==> src/sv/iosrch_pkg.sv <==
// ----------------------------------------------------------------------------
// iosrch_pkg
// Types, sizes and codes shared by the interval overlap search modules.
// ----------------------------------------------------------------------------
package iosrch_pkg;

   // Number of intervals the table holds (1 to 64).
   localparam int CAPACITY = 64;
   // Width of the fill count and of the scan step counter.
   localparam int CNT_W = $clog2(CAPACITY + 1);

   localparam int TIME_W = 64;
   localparam int ROW_W  = 32;

   localparam logic CMD_STORE = 1'b0;
   localparam logic CMD_QUERY = 1'b1;

   localparam logic STATUS_OK   = 1'b0;
   localparam logic STATUS_FULL = 1'b1;

   typedef struct packed {
      logic signed [TIME_W-1:0] start_time;
      logic signed [TIME_W-1:0] end_time;
      logic [ROW_W-1:0]         row_id;
   } entry_type;

   typedef enum logic [1:0] {
      ST_IDLE,
      ST_SCAN,
      ST_FLUSH
   } state_type;

endpackage

==> src/sv/iosrch_cell.sv <==
// ----------------------------------------------------------------------------
// iosrch_cell
// One slot of the interval ring: holds one stored interval, loads a new one
// on a store and takes its neighbor's interval when the ring rotates.
// ----------------------------------------------------------------------------
module iosrch_cell
   import iosrch_pkg::*;
(
   input  logic      clock,
   input  logic      shift,
   input  logic      load,
   input  entry_type load_entry,
   input  entry_type next_entry,
   output entry_type entry
);

   entry_type entry_ff;
   entry_type entry_in;

   always_comb begin
      entry_in = entry_ff;
      if (load) begin
         entry_in = load_entry;
      end else if (shift) begin
         entry_in = next_entry;
      end
   end

   always_ff @(posedge clock) begin
      entry_ff <= entry_in;
   end

   assign entry = entry_ff;

endmodule

==> config.mk <==
export PLATFORM = sky130hd
export DESIGN_NAME = iosrch_cell
export DESIGN_NICKNAME = d
export VERILOG_FILES = /design/src/sv/iosrch_pkg.sv /design/src/sv/iosrch_cell.sv
export SDC_FILE = /design/constraint.sdc
export NUM_CORES = 1
export LEC_CHECK = 0
export ABC_AREA = 0
export BUFFER_PORTS_ARGS = -buffer_cell sky130_fd_sc_hd__buf_2
export CAP_MARGIN = 10
export CELL_PAD_IN_SITES_DETAIL_PLACEMENT = 2
export CELL_PAD_IN_SITES_GLOBAL_PLACEMENT = 2
export CORE_AREA = 4 4 188 190
export CTS_CLUSTER_DIAMETER = 40
export CTS_CLUSTER_SIZE = 16
export DETAILED_ROUTE_END_ITERATION = 8
export DIE_AREA = 0 0 192 194
export GPL_TIMING_DRIVEN = 0
export PLACE_DENSITY = 0.76
export SYNTH_ARGS = -nofsm -noshare
export SYNTH_HDL_FRONTEND = slang
export SYNTH_SLANG_ARGS = --single-unit
==> constraint.sdc <==
create_clock -name clock -period 4.7 [get_ports clock]
set_input_delay 0.47 -clock clock [delete_from_list [all_inputs] [get_ports clock]]
set_output_delay 0.47 -clock clock [all_outputs]
set_load 0.02 [all_outputs]
==> flow_summary.yaml <==
outcome:
  status: "completed"
grt:
  grt_pass1_wl_um: 38400
  grt_max_degree: 67
  grt_use_met3: 0.0758
  grt_pass1_vias: 5992
  grtUsageMet2: 0.267
  overflow: 0
  busiest_layer: "met2"
  grtUsageMet1: 0.129
  antenna_found_initial: 12
  track_usage: 0.142
synthesis:
  ys_seq_area_frac: 0.676
  netlist_area_um2: 7110
  ys_ff_latch: 160
  avgSynthCellArea_um2: 21.0
  syn_inst: 339
  yosys_warnings: 0
  ys_types: 6
  syn_nets: 662
sta:
  maxSlewViolCount: 0
  finalSetupTns_ns: 0
  hold_violations: 0
  fin_crit_sh: 0.405
  rsz0062_at_grt: "no"
  setup_viol: 0
  fmax_mhz: 525
  relSlewSlack: 0.625
  tightest_slew_ns: 0.563
  fin_crit_ns: 1.90
floorplanning:
  start_util: 0.212
  die_w_um: 192
  die_y_um: 194
  core_um2: 33400
  row_count: 67
  pin_count: 483
  dieArea_um2: 37200
pwr:
  power_frac_seq: 0.459
  power.internal_mw: 2.86
  fin_total_pwr_mw: 3.90
  power_frac_comb: 0.197
  p_switching_mw: 1.04
  p_leak_nw: 4.92
  sw_frac_of_total: 0.266
  ir_drop_v: 0.000224
  p_clk_frac: 0.343
  power.density_nw_per_um2: 365
worst_setup_path:
  slowest_stage: "or2_4"
  cp-start-kind: "input port"
  path_cells: "buf_6 -> buf_6 -> buf_6 -> or2_4 -> buf_16"
  worst_path_largest_cell_delay_ns: 0.51
  cp.depth: 5
  path_max_fanout: 66
  crit_type: "input port to flip-flop"
  worstPathArrival_ns: 2.00
  worst_setup_path_end_kind: "flip-flop"
  critical-path-top-delay-family: "buffers and inverters"
  crit_buf_inv: 4
  critPathMostFrequentCell: "buf_6"
  worstPathRequired_ns: 4.79
cells_and_area:
  multi_input_area_um2: 2140
  stdcell_count: 1308
  largest_reg_flops: 160
  nFillCells: 3568
  regArea_um2: 4800
  final_cell_mix: "buf_2, edfxtp_1, mux2_4, mux2_2, clkbuf_16"
  area_growth_pct: 50.6
  drive_gt1_frac: 0.808
  final_common_cell: "buf_2"
  final_area_um2: 10700
  nets: 1164
  post-route-util: 0.320
clock_network:
  post_cts_buffers: 0
  h-tree-depth: 4
  cts_buffers: 17
  cts_hold_buffers: 0
  root_buffer: "clkbuf_16"
  cts.path.max_buffers: 2
  clkSlewWorstSetupHoldPaths_ns: 0.07
  clock-sinks: 160
  cts_repair_resize_count: 0
  cts_tree: "done"
placed_design:
  io_buffers: 481
  place.gp.congestion: 0.745
  dp.cells: 1270
  dpl.hpwl_um: 23000
  place_area_um2: 10100
hold_path:
  hold_depth: 2
  hp-class: "input port to flip-flop"
drt:
  first_iter_violations: 159
  wirelength_um: 27500
  wl_per_cell_um: 21.0
  vias: 5184
  via_per_inst: 3.96
  route.detailed.drc: 0
  dr.pass1.iters: 4
  antenna_left: 0
flow_run:
  max-cap-violations: 0
logic make-up after synthesis:
kind of cell	share of synthesized area
muxes	0.301
DFF	0.676
buffers and inverters	0.0224
and+or+nand+nor	0.000881
Yosys cell counts, drive strengths merged:
cell	number	area, um^2
buf	18	159
edfxtp	160	4800
mux2	160	2140
or2	1	6.26
through the flow:
| stage | setup slack [ns] | hold WS (ns) |
|---|---|---|
| 6_report | 2.80 | 0.331 |
| 5_1_grt | 2.71 | 0.298 |
| 4_1_cts | 2.79 | 0.290 |
| 3_5_place_dp | 2.31 | 0.774 |
| 3_3_place_gp | 0.234 | 0.771 |
| 2_1_floorplan | 1.39 | 0.687 |
power by group through the flow:
stage                     clock network [mW]  logic [mW]  registers [mW]
after floorplan                            0       0.204            2.04
after global placement                     0       0.761            1.82
after detailed placement                   0       0.783            1.83
after CTS                               1.40       0.786            1.80
after global routing                    1.45       0.822            1.81
final                                   1.34       0.769            1.79
metal layers:
layer	up-vias	routed length (um)
met4	6	409
met3	36	3400
met5	-	34
met1	2474	8930
met2	320	14700
li1	2348	-
area by class of cell:
cell class	instances	share of cell area
flip-flops and latches	160	0.449
repair buffers	483	0.230
multi-input cells	161	0.200
well taps	448	0.0524
clock buffers	18	0.0401
plain buffers	18	0.0149
clock inverters	13	0.0115
diodes	7	0.00164
worst paths after layout:
check	start	end	slack, ns
max	load	entry[2]$_DFFE_PP_	2.80
min	next_entry[109]	entry[109]$_DFFE_PP_	0.33
(Power assumes the default switching activity.)
